`config.mk`:
```
export PLATFORM = sky130hd
export DESIGN_NAME = sti_front
export DESIGN_NICKNAME = d
export VERILOG_FILES = /design/src/sti_pkg.sv /design/src/sti_front.sv
export SDC_FILE = /design/constraint.sdc
export NUM_CORES = 1
export LEC_CHECK = 0
export ABC_AREA = 0
export BUFFER_PORTS_ARGS = -buffer_cell sky130_fd_sc_hd__buf_2
export CORE_UTILIZATION = 56
export CTS_BUF_LIST = sky130_fd_sc_hd__clkbuf_16
export DETAILED_ROUTE_END_ITERATION = 6
export GPL_ROUTABILITY_DRIVEN = 0
export PLACE_DENSITY_LB_ADDON = 0.15
export SLEW_MARGIN = 20
export SYNTH_ARGS = -nofsm -noshare
export SYNTH_HDL_FRONTEND = slang
export SYNTH_SLANG_ARGS = --single-unit
```
`constraint.sdc`:
```
create_clock -name clk -period 6.2 [get_ports clk]
set_input_delay 0 -clock clk [delete_from_list [all_inputs] [get_ports clk]]
set_output_delay 0 -clock clk [all_outputs]
set_load 0.1 [all_outputs]
```
`src/sti_pkg.sv`:
```
package sti_pkg;

  localparam int TIME_W     = 48;
  localparam int ROW_W      = 9;
  localparam int OUT_DATA_W = 24;

  typedef enum logic [2:0] {
    ST_IDLE,
    ST_CHK0,
    ST_CHKL,
    ST_BS,
    ST_BSC,
    ST_SHIFT,
    ST_WR
  } sti_state_t;

  typedef struct packed {
    logic              vld;
    logic [TIME_W-1:0] new_time;
  } sti_item_t;

endpackage

```
`src/sti_front.sv`:
```
module sti_front (
  input  logic                       clk,
  input  logic                       rst_n,
  input  logic                       in_tvalid,
  output logic                       in_tready,
  input  logic [sti_pkg::TIME_W-1:0] in_tdata,
  input  logic                       pop,
  output sti_pkg::sti_item_t         item
);
  import sti_pkg::*;

  logic [TIME_W-1:0] slot_r [2];
  logic              wp_r, wp_nxt;
  logic              rp_r, rp_nxt;
  logic [1:0]        cnt_r, cnt_nxt;
  logic              push, take;

  assign in_tready     = (cnt_r != 2'd2);
  assign push          = in_tvalid && in_tready;
  assign take          = pop && (cnt_r != 2'd0);
  assign item.vld      = (cnt_r != 2'd0);
  assign item.new_time = slot_r[rp_r];

  always_comb begin
    wp_nxt  = push ? ~wp_r : wp_r;
    rp_nxt  = take ? ~rp_r : rp_r;
    cnt_nxt = cnt_r + {1'b0, push} - {1'b0, take};
  end

  always_ff @(posedge clk) begin
    if (!rst_n) begin
      wp_r  <= 1'b0;
      rp_r  <= 1'b0;
      cnt_r <= 2'd0;
    end else begin
      wp_r  <= wp_nxt;
      rp_r  <= rp_nxt;
      cnt_r <= cnt_nxt;
    end
  end

  always_ff @(posedge clk) begin
    if (push) begin
      slot_r[wp_r] <= in_tdata;
    end
  end

endmodule

```
==> impl_results.md, run 1 <==
- # Max-Cap Violations: 0
- Placed instance count: 348
- Resize count post-CTS: 0
- Worst-case hold slack: 84.17 ps
- Vias/cell: 4.995
- # diodes: 0
- WHS Path Cells: 3
- Top cells by count, synth: 96 x edfxtp_1, 28 x mux2_2, 20 x mux2_4
- First-pass GRT wire length: 10510 µm
- Die X: 84.12 µm
- Total negative setup slack: 0 ps
- Count leader, synth: edfxtp_1
- Crit path kind: register to output port
- FILL cells: 354
- Core Area: 6422 µm²
- Status: complete, but fails checks
- Antenna-violating nets left: 0
- Seq/Total Area, Yosys: 0.7899
- Global Route Usage Sum: 0.2018
- Syn Inst Count: 173
- Flops & latches, synth: 101
- Dpl hpwl: 3800 µm
- Post-Syn Area: 3776 µm²
- DR WL/cell: 15.85 µm
- Final Instance Area: 5137 µm²
- Port buffer count: 101
- Gate power share: 0.446
- Ys Warns: 0
- Skew final: 3.404 ps
- Vias in the first global route: 2254
- Slew of the pin with the lowest slew margin: 686.2 ps
- Unrepaired setup endpoints after global routing: no
- Overall power: 2.588 mW
- Post-synth top area share: 0.7634
- CTS Root Cell: clkbuf_16
- Area of the multi-input gates: 758.2 µm²
- Mapped Nets: 227
- Internal Power: 1.413 mW
- Final nets: 385
- Clock network power share: 0.204
- Maximum VDD drop: 378.9 µV
- H-tree depth: 3
- Switching power: 1.175 mW
- CTS buffer count: 9
- DP Area: 4363 µm²
- Failing checks: design-rule violations
- Worst Path Required: 6200 ps
- Antenna violations before repair: 0
- CTS sink count: 101
- Startpoint types: register
- Leak: 2.006 nW
- Worst rel slew slack: 0.5414
- Final std cells w/o fill: 413
- Hold Path Class: input port to register
- Area grow syn2layout: 36.05%
- Cell Rows: 29
- Drt initial violations: 115
- Worst EP arrival: 2230 ps
- Gr ovfl total: 0
- Hold_sp: in_tvalid
- Routed WL: 6547 µm
- Bufs on Longest Clock Path: 2
- R2r startpoint: cnt_r[0]
- Final period utilization: 0.3597
- Worst-path clk slew: 60 ps
- Final setup fails: 0
- DRC Markers: 12
- Fmax: 0.4484 GHz
- Die Area: 7075 µm²
- FF+latch area: 2984 µm²
- Synth top area cells: edfxtp_1 76%, mux2_2 8.3%, mux2_4 8.0%
- Starting Density: 0.5880
- Tmin final: 2230 ps
- Chip Height: 84.12 µm
- Total iterations of the first detailed-routing run: 6
- TritonCTS clock tree: built
- Largest net degree at the start of global routing: 49
- Distinct cell type count after synthesis: 18
- Ys async rst share: 0
- Cell taking the most area after synthesis: edfxtp_1
- Clock network latency to the later pin of the worst-skew pair: 330 ps
- Reg power frac: 0.349
- Worst-path fanout max: 25
- Io pins: 102
- Cell count of the worst reg-to-reg path: 4
- Final Hold Fails: 0
- PD cells: 503.8 nW/µm²
- Setup crit end kind: output port
- Share of cells above drive strength 1: 0.5000
- Post-synth EDFFs: 96
- Switching Share: 0.4541
- Vias: 2063
- Pins over their slew limit: 0
- Synth Flop Type: edfxtp_1
- Synthesized area per cell: 21.83 µm²
## layout by cell type (no fill, tap or decap)
| cell type | synthesis | layout |
|---|---|---|
| nand2b_1 | 2 | 2 |
| dfxtp_1 | 5 | 4 |
| clkinvlp_4 | 0 | 1 |
| or2_2 | 1 | 1 |
| nor2_4 | 0 | 1 |
| dlygate4sd3_1 | 0 | 49 |
| and2_1 | 2 | 2 |
| xnor2_1 | 3 | 3 |
| mux2i_1 | 1 | 1 |
| inv_1 | 1 | 3 |
| nor2b_1 | 2 | 2 |
| mux2_4 | 20 | 20 |
| edfxtp_1 | 96 | 96 |
| o21a_1 | 1 | 1 |
| clkbuf_16 | 0 | 9 |
| nand2_1 | 2 | 2 |
| and3_4 | 0 | 1 |
| buf_4 | 0 | 2 |
| clkinv_2 | 0 | 2 |
| buf_2 | 2 | 101 |
| ha_1 | 2 | 2 |
| mux2_2 | 28 | 28 |
| clkinv_1 | 0 | 1 |
| dfxtp_2 | 0 | 1 |
| bufinv_16 | 0 | 1 |
## worst paths after layout
path              slack (ps)       endpoint
setup reg to reg        4180  slot_r[0][27]
setup / recovery        3970        item[2]
hold reg to reg          520           wp_r
hold / removal            80           wp_r
## layer usage
layer / vias to the layer above / track usage / share of wire
met5: - / 0 / 0
met4: 0 / 0.1050 / 0.024
met3: 15 / 0.06528 / 0.064
met2: 71 / 0.3480 / 0.53
met1: 987 / 0.2246 / 0.38
li1: 990 / - / -
## critical path: stages, from the launching register on
cell and delay (ps):
dfxtp_2 710, buf_4 500, mux2_2 400, buf_2 290
## flip-flops by register name, indices dropped and copies added (netlist names), named ones only
name    flops
cnt_r       2
rp_r        1
slot_r     96
wp_r        1
## through the flow
stage | setup slack (ps) | utilization
floorplan | 2283 | -
global placement | 4217 | 0.6787
detailed placement | 4150 | 0.6793
CTS | 3923 | 0.7999
global route | 3847 | 0.7999
finish | 3970 | 0.7999
## area by class of cell
cell class	instances	area share
Clock buffer	9	0.04384
Inverter	1	0.0007306
Tap cell	77	0.01875
Sequential cell	101	0.5809
Timing Repair Buffer	152	0.1968
Clock inverter	7	0.01145
Multi-Input combinational cell	66	0.1476
## cells by family after synthesis
kind of cell,count (synthesis),synth area share
fa+ha+maj,2,0.006626
buf+inv,6,0.01259
compound gates,1,0.001989
simple gates,11,0.01624
flops,101,0.7899
mux,49,0.1657
xor+xnor,3,0.006960
## timing repair
item / 4_1_cts / 5_1_grt
endpoints found under the hold margin: 101 / 0
setup endpoints to repair: 0 / 0
buffers inserted: 0 / 0
hold buffers: 49 / 0
## power by group through the flow
stage	Sequential [mW]	Combinational, mW	Clock [mW]
floorplan	0.896	1.02	0
CTS	0.906	1.16	0.540
detailed placement	0.920	1.13	0
global route	0.914	1.19	0.564
finish	0.904	1.16	0.529
global placement	0.915	1.13	0
Note: power is estimated with default switching activity, not from simulation.
==> inputs of run 2 (changes only) <==
--- a/config.mk
+++ b/config.mk
@@ -7,7 +7,7 @@
 export LEC_CHECK = 0
 export ABC_AREA = 0
 export BUFFER_PORTS_ARGS = -buffer_cell sky130_fd_sc_hd__buf_2
-export CORE_UTILIZATION = 56
+export CORE_UTILIZATION = 52
 export CTS_BUF_LIST = sky130_fd_sc_hd__clkbuf_16
 export DETAILED_ROUTE_END_ITERATION = 6
 export GPL_ROUTABILITY_DRIVEN = 0
==> constraint.sdc (replaced) <==
create_clock -name clk -period 2.2 [get_ports clk]
set_input_delay 0 -clock clk [delete_from_list [all_inputs] [get_ports clk]]
set_output_delay 0 -clock clk [all_outputs]
set_load 0.1 [all_outputs]
==> impl_results.md, run 2 (synthesis results as in run 1) <==
- R2r startpoint: cnt_r[0]
- Routed WL: 6736 µm
- Min setup slack post-route: 444.2 ps
- DR WL/cell: 15.45 µm
- Dpl hpwl: 3905 µm
- Die X: 87.22 µm
- Maximum VDD drop: 956.5 µV
- Worst-path fanout max: 26
- PD cells: 1432 nW/µm²
- Chip Height: 87.22 µm
- Critical Path Sink: item[26]
- Startpoint types: register
- Worst rel slew slack: 0.6665
- Hold Path Class: input port to register
- Worst Path Required: 2200 ps
- Clock network latency to the later pin of the worst-skew pair: 330 ps
- Worst EP arrival: 1760 ps
- Setup crit end kind: output port
- Final nets: 389
- Area grow syn2layout: 38.40%
- CTS Root Cell: clkbuf_16
- Drt initial violations: 89
- TritonCTS clock tree: built
- R2R setup slack: 520 ps
- Share of cells above drive strength 1: 0.5147
- # Max-Cap Violations: 0
- # diodes: 0
- Worst-path clk slew: 70 ps
- Die Area: 7606 µm²
- Cell count of the worst reg-to-reg path: 8
- Top flop regs: slot_r: 96 flops, cnt_r: 2 flops
- CP peak stage delay: 400 ps
- Tmin final: 1756 ps
- Resize count post-CTS: 0
- Skew final: 6.918 ps
- Port buffer count: 101
- Dpl ws: 523.5 ps
- Pins over their slew limit: 0
- FILL cells: 435
- Finished Core Util: 0.7567
- First-pass GRT wire length: 10080 µm
- WHS Path Cells: 3
- Critical-path cell list: buf_4 -> mux2_2 -> buf_2
- CTS sink count: 101
- Gr ovfl total: 0
- Fmax: 0.5695 GHz
- Vias/cell: 4.800
- Post-CTS setup buffer count: 0
- Vias: 2093
- Crit path kind: register to output port
- Slew of the pin with the lowest slew margin: 503.7 ps
- Most flop-heavy register: slot_r
- H-tree depth: 3
- Final period utilization: 0.7981
- Vias in the first global route: 2161
- Most common cell after layout, fill and taps aside: buf_2
- Global Route Usage Sum: 0.1855
- Status: completed
- DRC Markers: 0
- Core Area: 6907 µm²
- Io pins: 102
- Cell Rows: 30
- Bufs on Longest Clock Path: 2
- Unrepaired setup endpoints after global routing: no
- CTS buffer count: 9
- Slowest CP cell: mux2_2
- Starting Density: 0.5467
- Most frequent cells in the layout: 101 x buf_2, 96 x edfxtp_1, 49 x dlygate4sd3_1
- Total negative setup slack: 0 ps
- Antenna violations before repair: 0
- Antenna-violating nets left: 0
- Leak: 2.043 nW
- Largest net degree at the start of global routing: 27
- Worst r2r dst: cnt_r[1]
- Max reg flops: 96
- Total iterations of the first detailed-routing run: 4
- Final Hold Fails: 0
- Final setup fails: 0
[run 2: critical path, delay by kind of cell, from the launching register on]
family	cells	cell delay [ps]
buffers and inverters	2	690
DFF	1	320
muxes	1	400
[run 2: metrics by stage]
| stage | total power, mW | area [µm²] | std cells | hold slack [ps] |
|---|---|---|---|---|
| after global placement | 5.797 | 4420 | 371 | 186.6 |
| after global routing | 7.709 | 5226 | 436 | 84.54 |
| after CTS | 7.528 | 5226 | 436 | 55.39 |
| after floorplan | 5.400 | 3792 | 173 | 98.87 |
| after detailed placement | 5.825 | 4420 | 371 | 191.3 |
| final | 7.482 | 5226 | 436 | 59.33 |
[run 2: worst min-delay path by stage]
stage / start / to / slack, ps
finish: in_tvalid / wp_r / 60
CTS: in_tvalid / wp_r / 60
floorplan: in_tdata[0] / slot_r[0][0] / 100
global placement: in_tdata[20] / slot_r[1][20] / 190
detailed placement: in_tdata[19] / slot_r[0][19] / 190
global route: in_tvalid / wp_r / 80
[run 2: cell type report]
cell class	count	area, µm²	share of cell area
clock buffer	9	225.2	0.04309
clock inverter	7	90.09	0.01724
inverter	1	3.754	0.0007182
multi-input combinational	66	762.0	0.1458
sequential	101	2984	0.5710
tap	96	120.1	0.02298
timing repair buffer	156	1041	0.1992
[run 2: what timing repair did]
item                                    4_1_cts  5_1_grt
hold buffers                                 49        0
endpoints found under the hold margin       101        0
endpoints found under the setup margin        0        0
[run 2: report_power, final]
group | switching (mW) | total [mW] | internal [mW]
Combinational | 2.62 | 3.35 | 0.727
Clock | 0.646 | 1.64 | 0.992
Sequential | 0.0796 | 2.50 | 2.42
[run 2: routing by layer]
layer | up-vias | share of wire | global-route usage
met5 | - | 0 | 0
met4 | 0 | 0.0065 | 0.06110
met3 | 4 | 0.044 | 0.04929
met2 | 65 | 0.56 | 0.3565
met1 | 1022 | 0.39 | 0.1953
li1 | 1002 | - | -
==> inputs of run 3 (changes only) <==
==> constraint.sdc (replaced) <==
create_clock -name clk -period 1.8 [get_ports clk]
set_input_delay 0 -clock clk [delete_from_list [all_inputs] [get_ports clk]]
set_output_delay 0 -clock clk [all_outputs]
set_load 0.1 [all_outputs]
==> impl_results.md, run 3 (synthesis results as in run 1) <==
- Worst-path clk slew: 60 ps
- Pins over their slew limit: 0
- H-tree depth: 3
- Top flop regs: slot_r: 96 flops, cnt_r: 2 flops
- Switching power: 4.134 mW
- Vias/cell: 4.851
- Final Hold Fails: 0
- Cell Rows: 30
- Switching Share: 0.4488
- Worst-case hold slack: 146.4 ps
- Port buffer count: 101
- CTS Root Cell: clkbuf_16
- Internal Power: 5.077 mW
- Most frequent cells in the layout: 101 x buf_2, 96 x edfxtp_1, 50 x dlygate4sd3_1
- Fmax: 0.6162 GHz
- Largest net degree at the start of global routing: 37
- CTS buffer count: 9
- Gr ovfl total: 0
- Finished Core Util: 0.7612
- Final Instance Area: 5258 µm²
- Skew final: 10.44 ps
- Die Area: 7606 µm²
- Drt initial violations: 101
- Final nets: 390
- Worst Path Required: 1800 ps
- Status: completed
- Final period utilization: 0.9015
- Antenna-violating nets left: 0
- DRC Markers: 0
- Core Area: 6907 µm²
- Area grow syn2layout: 39.23%
- Hold Path Class: input port to register
- Setup crit end kind: output port
- Startpoint types: register
- Vias: 2120
- WHS Path Cells: 4
- Gate power share: 0.449
- Clock network latency to the later pin of the worst-skew pair: 340 ps
- Cell count of the worst reg-to-reg path: 7
- Worst rel slew slack: 0.6667
- Worst EP arrival: 1620 ps
- Worst-path fanout max: 36
- Die X: 87.22 µm
- First-pass GRT wire length: 11010 µm
- Total iterations of the first detailed-routing run: 4
- Most common cell after layout, fill and taps aside: buf_2
- Antenna violations before repair: 0
- Io pins: 102
- Resize count post-CTS: 0
- Final setup fails: 0
- DR WL/cell: 16.71 µm
- Unrepaired setup endpoints after global routing: no
- Chip Height: 87.22 µm
- Met3 Use GR: 0.06445
- Most flop-heavy register: slot_r
- # diodes: 0
- Crit path kind: register to output port
- Slowest CP cell: mux2_2
- FILL cells: 444
- Min setup slack post-route: 177.2 ps
- Max reg flops: 96
- M2 GR Usage: 0.3801
- Maximum VDD drop: 1011 µV
- DP Area: 4442 µm²
- Slew of the pin with the lowest slew margin: 503.4 ps
- Clock network power share: 0.218
- Bufs on Longest Clock Path: 2
- TritonCTS clock tree: built
- # Max-Cap Violations: 0
- Vias in the first global route: 2317
- CTS sink count: 101
- Routed WL: 7302 µm
- Leak: 2.048 nW
- Grt peak-use layer: met2
- Met1 usage: 0.2144
- Tmin final: 1623 ps
- Starting Density: 0.5467
- Critical-path cell list: buf_12 -> mux2_2 -> buf_2
- PD cells: 1752 nW/µm²
- Dpl ws: 183.6 ps
- Dpl hpwl: 3909 µm
- Reg power frac: 0.332
- Global Route Usage Sum: 0.2049
- CP peak stage delay: 390 ps
- Share of cells above drive strength 1: 0.5191
- R2R setup slack: 190 ps
## run 3: power by group through the flow
stage	sequential (mW)	combinational, mW	clock, mW
final	3.06	4.14	2.01
after global routing	3.08	4.27	2.16
after CTS	3.06	4.14	2.02
after detailed placement	3.11	4.06	0
after global placement	3.08	4.03	0
after floorplan	3.08	3.53	0
## run 3: worst paths after layout
path            start       end
min               pop  register
max reg2reg  cnt_r[1]  cnt_r[1]
max          register   item[8]
min reg2reg      wp_r      wp_r
## run 3: through the flow
stage / cells / total power [mW] / setup TNS [ps]
after floorplan: 173 / 6.608 / -6054
after global placement: 371 / 7.119 / 0
after detailed placement: 371 / 7.162 / 0
after CTS: 437 / 9.218 / 0
after global routing: 437 / 9.513 / 0
final: 437 / 9.211 / 0
## run 3: repair_timing
item                                    in CTS  in global routing
buffers inserted                             0                  0
endpoints found under the setup margin       0                  0
hold endpoints to repair                   101                  0
hold buffers                                50                  0
## run 3: cell type report
cell class	instances	area, µm²	share of cell area
clock buffers	9	225.2	0.04284
flip-flops and latches	101	2985	0.5678
clock inverters	7	90.09	0.01713
repair buffers	157	1064	0.2023
inverters	1	3.754	0.0007139
well taps	96	120.1	0.02285
multi-input cells	66	769.5	0.1464
## run 3: worst max-delay path, delay by kind of cell (launching register included)
kind	cells	cell delay, ps
multiplexers	1	390
flip-flops	1	350
buffers and inverters	2	530
## run 3: routing by layer
metal	vias up	share of wire
li1	1003	-
met1	1037	0.39
met2	70	0.55
met3	10	0.042
met4	0	0.015
met5	-	0
